$ cat src/rtl/core/text_cell_writer_wrap_scroll_core_defines.svh
// Assertion macros for the text-cell writer core.
// Used by the top level only; needs signals clk and rst in the using scope.
`ifndef TEXT_CELL_WRITER_WRAP_SCROLL_CORE_DEFINES_SVH
`define TEXT_CELL_WRITER_WRAP_SCROLL_CORE_DEFINES_SVH

// Same-cycle implication, checked outside reset.
`define TCW_ASSERT_NOW(label, cond, consq, msg) \
  label: assert property (@(posedge clk) disable iff (rst) (cond) |-> (consq)) \
    else $error(msg);

// Next-cycle implication, checked outside reset.
`define TCW_ASSERT_NEXT(label, cond, consq, msg) \
  label: assert property (@(posedge clk) disable iff (rst) (cond) |=> (consq)) \
    else $error(msg);

`endif

$ cat src/rtl/core/tcw_pkg.sv
// Shared types, constants and codes of the text-cell writer core.
// No dependencies; imported by tcw_sweep and the top level.
package tcw_pkg;

  localparam int DefCols = 48;
  localparam int DefRows = 27;

  localparam logic [4:0]  BLINK_LAST = 5'd29;
  localparam logic [15:0] CH_SPACE   = 16'd32;
  localparam logic [15:0] CH_NEWLINE = 16'd10;

  // Configuration register indexes.
  localparam logic [2:0] REG_DEF_FG     = 3'd0;
  localparam logic [2:0] REG_DEF_BG     = 3'd1;
  localparam logic [2:0] REG_DEF_ATTRS  = 3'd2;
  localparam logic [2:0] REG_MARGIN_BOT = 3'd3;
  localparam logic [2:0] REG_MARGIN_LFT = 3'd4;
  localparam logic [2:0] REG_MARGIN_RGT = 3'd5;
  localparam logic [2:0] REG_AUTO_SCRL  = 3'd6;

  // Request action codes.
  localparam logic [3:0] ACT_STREAM    = 4'd0;
  localparam logic [3:0] ACT_START     = 4'd1;
  localparam logic [3:0] ACT_SET_CUR   = 4'd2;
  localparam logic [3:0] ACT_PUT_DEF   = 4'd3;
  localparam logic [3:0] ACT_PUT_STY   = 4'd4;
  localparam logic [3:0] ACT_READ      = 4'd5;
  localparam logic [3:0] ACT_SCRL_UP   = 4'd6;
  localparam logic [3:0] ACT_SCRL_DN   = 4'd7;
  localparam logic [3:0] ACT_SCRL_LFT  = 4'd8;
  localparam logic [3:0] ACT_SCRL_RGT  = 4'd9;
  localparam logic [3:0] ACT_CLEAR     = 4'd10;
  localparam logic [3:0] ACT_CLEAR_ROW = 4'd11;
  localparam logic [3:0] ACT_TICK      = 4'd12;

  // Sweep operations.
  localparam logic [2:0] SW_FILL  = 3'd0;
  localparam logic [2:0] SW_UP    = 3'd1;
  localparam logic [2:0] SW_DOWN  = 3'd2;
  localparam logic [2:0] SW_LEFT  = 3'd3;
  localparam logic [2:0] SW_RIGHT = 3'd4;

  // What the write stage stores for one sweep step.
  localparam logic [1:0] KIND_BLANK = 2'd0;
  localparam logic [1:0] KIND_COPY  = 2'd1;
  localparam logic [1:0] KIND_EDGE  = 2'd2;

  typedef struct packed {
    logic [15:0] code;
    logic [7:0]  fg;
    logic [7:0]  bg;
    logic [7:0]  attrs;
  } cell_t;

  typedef struct packed {
    logic       busy;
    logic       rd_en;
    logic [1:0] kind;
  } sweep_ctl_t;

endpackage

$ cat src/rtl/core/tcw_sweep.sv
// Address sequencer that walks the cell store for scrolls and fills.
// Depends on tcw_pkg; one step per cycle, source and destination per step.
module tcw_sweep
  import tcw_pkg::*;
#(
  parameter int TEXT_COLS = DefCols,
  parameter int TEXT_ROWS = DefRows,
  localparam int CW = $clog2(TEXT_COLS),
  localparam int RW = $clog2(TEXT_ROWS),
  localparam int AW = $clog2(TEXT_COLS * TEXT_ROWS)
) (
  input  logic          clk,
  input  logic          rst,
  input  logic          start,
  input  logic [2:0]    start_op,
  input  logic [AW-1:0] start_addr,
  input  logic [RW-1:0] start_row,
  input  logic [CW-1:0] start_col,
  input  logic [AW-1:0] end_addr,
  output sweep_ctl_t    ctl,
  output logic [AW-1:0] dest_addr,
  output logic [AW-1:0] src_addr
);

  logic          busy;
  logic [2:0]    op;
  logic [AW-1:0] addr;
  logic [RW-1:0] row;
  logic [CW-1:0] col;
  logic [AW-1:0] last_addr;
  logic          desc;
  logic [1:0]    kind;

  assign desc = (op == SW_DOWN) || (op == SW_RIGHT);

  // Source cell and step kind for the current position.
  always_comb begin
    kind     = KIND_BLANK;
    src_addr = addr;
    case (op)
      SW_UP: begin
        if (row != RW'(TEXT_ROWS - 1)) begin
          kind     = KIND_COPY;
          src_addr = addr + AW'(TEXT_COLS);
        end
      end
      SW_DOWN: begin
        if (row != '0) begin
          kind     = KIND_COPY;
          src_addr = addr - AW'(TEXT_COLS);
        end
      end
      SW_LEFT: begin
        if (col == CW'(TEXT_COLS - 1)) begin
          kind = KIND_EDGE;
        end else begin
          kind     = KIND_COPY;
          src_addr = addr + AW'(1);
        end
      end
      SW_RIGHT: begin
        if (col == '0) begin
          kind = KIND_EDGE;
        end else begin
          kind     = KIND_COPY;
          src_addr = addr - AW'(1);
        end
      end
      default: kind = KIND_BLANK;
    endcase
  end

  assign dest_addr = addr;
  assign ctl.busy  = busy;
  assign ctl.rd_en = busy && (kind != KIND_BLANK);
  assign ctl.kind  = kind;

  // Position counters.
  always_ff @(posedge clk) begin
    if (rst) begin
      busy      <= 1'b0;
      op        <= SW_FILL;
      addr      <= '0;
      row       <= '0;
      col       <= '0;
      last_addr <= '0;
    end else if (start) begin
      busy      <= 1'b1;
      op        <= start_op;
      addr      <= start_addr;
      row       <= start_row;
      col       <= start_col;
      last_addr <= end_addr;
    end else if (busy) begin
      if (addr == last_addr) begin
        busy <= 1'b0;
      end else if (desc) begin
        addr <= addr - AW'(1);
        if (col == '0) begin
          col <= CW'(TEXT_COLS - 1);
          row <= row - RW'(1);
        end else begin
          col <= col - CW'(1);
        end
      end else begin
        addr <= addr + AW'(1);
        if (col == CW'(TEXT_COLS - 1)) begin
          col <= '0;
          row <= row + RW'(1);
        end else begin
          col <= col + CW'(1);
        end
      end
    end
  end

endmodule

$ cat config.mk
export PLATFORM = sky130hd
export DESIGN_NAME = tcw_sweep
export DESIGN_NICKNAME = d
export VERILOG_FILES = /design/src/rtl/core/text_cell_writer_wrap_scroll_core_defines.svh /design/src/rtl/core/tcw_pkg.sv /design/src/rtl/core/tcw_sweep.sv
export SDC_FILE = /design/constraint.sdc
export NUM_CORES = 1
export LEC_CHECK = 0
export BUFFER_PORTS_ARGS = -buffer_cell sky130_fd_sc_hd__buf_4
export CORE_ASPECT_RATIO = 0.6
export CORE_MARGIN = 4
export CORE_UTILIZATION = 50
export DETAILED_ROUTE_END_ITERATION = 8
export PLACE_DENSITY = 0.83
export SLEW_MARGIN = 10
export SYNTH_ARGS = -nofsm -noshare
export SYNTH_HDL_FRONTEND = slang
export SYNTH_SLANG_ARGS = --single-unit
export TNS_END_PERCENT = 50
$ cat constraint.sdc
create_clock -name clk -period 5.8 [get_ports clk]
set_clock_uncertainty 0.05 [all_clocks]
set_input_delay 1.74 -clock clk [delete_from_list [all_inputs] [get_ports clk]]
set_output_delay 1.74 -clock clk [all_outputs]
set_load 0.05 [all_outputs]
==> results by group <==
Setup path
  – Startpoint Class: flip-flop
  – Launch point of the worst reg-to-reg path: dest_addr[7]$_SDFFE_PP0P_
  – Data required time at the worst endpoint: 4010 ps
  – Depth of the worst register-to-register path: 5
  – Arrival time reported for the critical path endpoint: 3030 ps
  – Endpoint class of the critical path: output port
  – Register-to-register path setup slack: 2780 ps
  – Highest net fanout along the worst path: 10
  – Crit Path Category: reg -> out
  – Reg2Reg Capture Point: row[1]$_SDFFE_PP0P_

Placed design
  – Worst slack, placed: 1430 ps
  – Number of I/O port buffers: 64
  – Detail Placement HPWL: 7450 um
  – Last weighted congestion value of the routability-driven placer: 0.966

Finish
  – Leading cell type in the layout, fill and taps excluded: buf_4
  – Final-layout fill cell count: 590
  – Total number of nets in the final design: 505
  – Number of antenna diodes: 0
  – Growth of design area from synthesis to finish: 14.3%
  – Area of all sequential standard cells: 741 sq um
  – Share of post-route cells with drive strength above 1: 19.7%
  – Top library cells by usage in the layout, fill and taps aside: buf_4 (64), nor2_1 (43), dfxtp_1 (37), nand2_1 (28), mux2i_1 (25)
  – Area of the multi-input gates: 2320 sq um

Clock network
  – Post-CTS Resized: 0
  – Number of sinks on the clock net: 37
  – Clock slew at the register clock pins of the worst setup and hold paths: 60 ps
  – Cts-stage hold buffer count: 0
  – Maximum count of clock buffers along a single path: 2
  – CTS H-Tree Depth: 2
  – Post-CTS setup buffers: 0
  – TritonCTS clock tree: done
  – Number of buffers created by CTS: 5
  – Root buffer cell: clkbuf_16
  – Latest clock arrival within the worst-skew pair: 290 ps

Hold path
  – Worst Hold Depth: 2
  – End point of the most critical hold path: row[2]$_SDFFE_PP0P_
  – Classification of the worst-slack hold path: reg -> reg
  – Hold_sp: row[2]$_SDFFE_PP0P_

Power and ir drop
  – Gate power share: 36.2%
  – Switching Power: 377 uW
  – Sequential Power Share: 32.9%
  – Total internal power: 590 uW
  – Leakage Power: 1.54 nW
  – Peak supply drop: 0.169 mV
  – Total power density per cell area: 250 nW/um^2
  – Total design power: 967 uW
  – Part of the total power dissipated in the clock network: 30.9%
  – Sw Ratio: 39.0%

Drt
  – Final WL: 10300 um
  – Remaining design rule violation count: 0
  – Via count of the routed design: 3451
  – Pre-Repair DR Iteration Count: 5
  – Vias/cell: 6.39
  – Starting DRC count in detailed routing: 397
  – Remaining antenna violation count after routing: 0
  – Routed WL per cell: 19.1 um

Timing
  – Post-layout min period: 4820 ps
  – Post-route fraction of the period consumed by the critical path: 83.2%
  – Final Slew Violations: 0
  – Hold_ws: 437 ps
  – Peak clock frequency supported by timing: 207 MHz
  – RSZ-0062 raised after global routing: no
  – Actual slew at the worst max-slew pin: 1200 ps
  – Final number of setup-violating endpoints: 0
  – Slack of the critical path: 977 ps
  – Max-Slew Margin vs Limit: 19.9%
  – Total Negative Setup Slacks: 0 ps
  – Final number of hold-violating endpoints: 0

Global route
  – Remaining global-route overflow: 0
  – Via count of the first global-routing pass: 3246
  – Largest net degree at the start of global routing: 41
  – Overall Global Routing Usage: 25.0%
  – Wire length of the first global-routing pass: 16600 um
  – Antenna violations before repair: 0

Synth
  – Number of storage elements in the synthesis netlist: 37
  – Sequential share of the synthesized area: 21.9%
  – Biggest area contributors in the synthesized netlist: dfxtp_1 (22%), mux2i_1 (7.4%), nor2_1 (4.8%)
  – Number of library cell types mapped by synthesis: 74
  – Gate Count Post-Synth: 419
  – Ys flop type: dfxtp_1
  – FFs w/ async S/R, synth: 0%
  – Synth top area share: 21.9%
  – Post-synth EDFFs: 0
  – Post-synthesis net count: 469
  – Synth warn: 0
  – Avg Inst Size Synth: 8.07 sq um
  – Total standard cell area after synthesis: 3380 sq um
  – Largest area contributor in the synthesized netlist: dfxtp_1

Status
  – Status: complete, no violations

Floorplan
  – Number of placement rows: 22
  – Area inside the core boundary: 6330 sq um
  – Chip Width: 114 um
  – Die area: 8180 sq um
  – Die boundary height: 71.7 um
  – Starting density of the core: 53.4%
  – Number of top-level pins: 65

Job
  – Number of max-cap violations: 0
-- cells by family (layout without fill, tap and decap cells) --
kind of cell             count (synthesis)  count (layout)  share of synthesized area (%)
adder cells (fa/ha/maj)                 11              11                           4.29
multiplexers                            27              27                           8.07
AND/OR/NAND/NOR                        152             152                           24.7
XOR/XNOR                                22              22                           6.25
AO/OA/AOI/OAI                          119             119                           24.9
flip-flops                              37              37                           21.9
buffers and inverters                   51              88                           9.84
-- how the worst max path moves through the flow --
stage	end	slack (ps)	depth (start not counted)	startpoint
after global placement	src_addr[8]	1450	8	dest_addr[4]$_SDFFE_PP0P_
after floorplan	src_addr[10]	1160	8	dest_addr[4]$_SDFFE_PP0P_
final	src_addr[10]	980	7	col[1]$_SDFFE_PP0P_
after CTS	src_addr[8]	1100	8	dest_addr[4]$_SDFFE_PP0P_
after detailed placement	src_addr[8]	1430	8	dest_addr[4]$_SDFFE_PP0P_
after global routing	src_addr[10]	820	7	col[1]$_SDFFE_PP0P_
-- cells in the mapped netlist (10+ instances only) --
library cell   n
nor2_1        43
dfxtp_1       37
nand2_1       28
mux2i_1       25
o21ai_0       20
xnor2_1       18
a21oi_1       17
inv_1         14
or3_1         14
nor3_1        13
nand4_1       11
o22ai_1       11
ha_1          10
-- area by class of cell --
| type | count | area share [%] |
|---|---|---|
| Tap cell | 84 | 2.72 |
| Timing Repair Buffer | 64 | 12.4 |
| Clock buffer | 7 | 3.95 |
| Inverter | 16 | 1.55 |
| Multi-Input combinational cell | 331 | 59.9 |
| Sequential cell | 37 | 19.2 |
| Clock inverter | 1 | 0.227 |
-- stage by stage --
stage          instances  instance area (sq um)  utilization (%)
6_report             540                   3860             61.0
5_1_grt              540                   3860             61.0
4_1_cts              540                   3860             61.0
3_5_place_dp         532                   3700             58.5
3_3_place_gp         532                   3700             58.5
2_1_floorplan        419                   3380                -
-- worst max-delay path: stages (launching register included) --
cell and delay, ps:
dfxtp_1 450, ha_1 250, nand3b_1 170, o21bai_1 800, o221ai_1 280, o311ai_0 410
o211ai_1 160, buf_4 210
-- per-layer routing --
layer	track usage [%]	part of all wire [%]	wire, um	up-vias
met3	6.92	12	1200	12
li1	-	-	-	1634
met5	0	0	0	-
met1	37.7	47	4840	1603
met2	34.4	41	4190	202
met4	6.59	0.96	99	0
-- flip-flops by register name, summed over array words and instances (netlist names) --
name and flops:
col 6, row 5, last_addr 11, op 3
dest_addr 11, busy 1
-- power by group through the flow --
stage	clock network (mW)	registers, mW	logic (mW)
4_1_cts	0.300	0.317	0.346
6_report	0.298	0.319	0.350
2_1_floorplan	0	0.318	0.259
5_1_grt	0.311	0.322	0.376
3_5_place_dp	0	0.322	0.344
3_3_place_gp	0	0.320	0.341
Power figures use the tool's default switching activity.
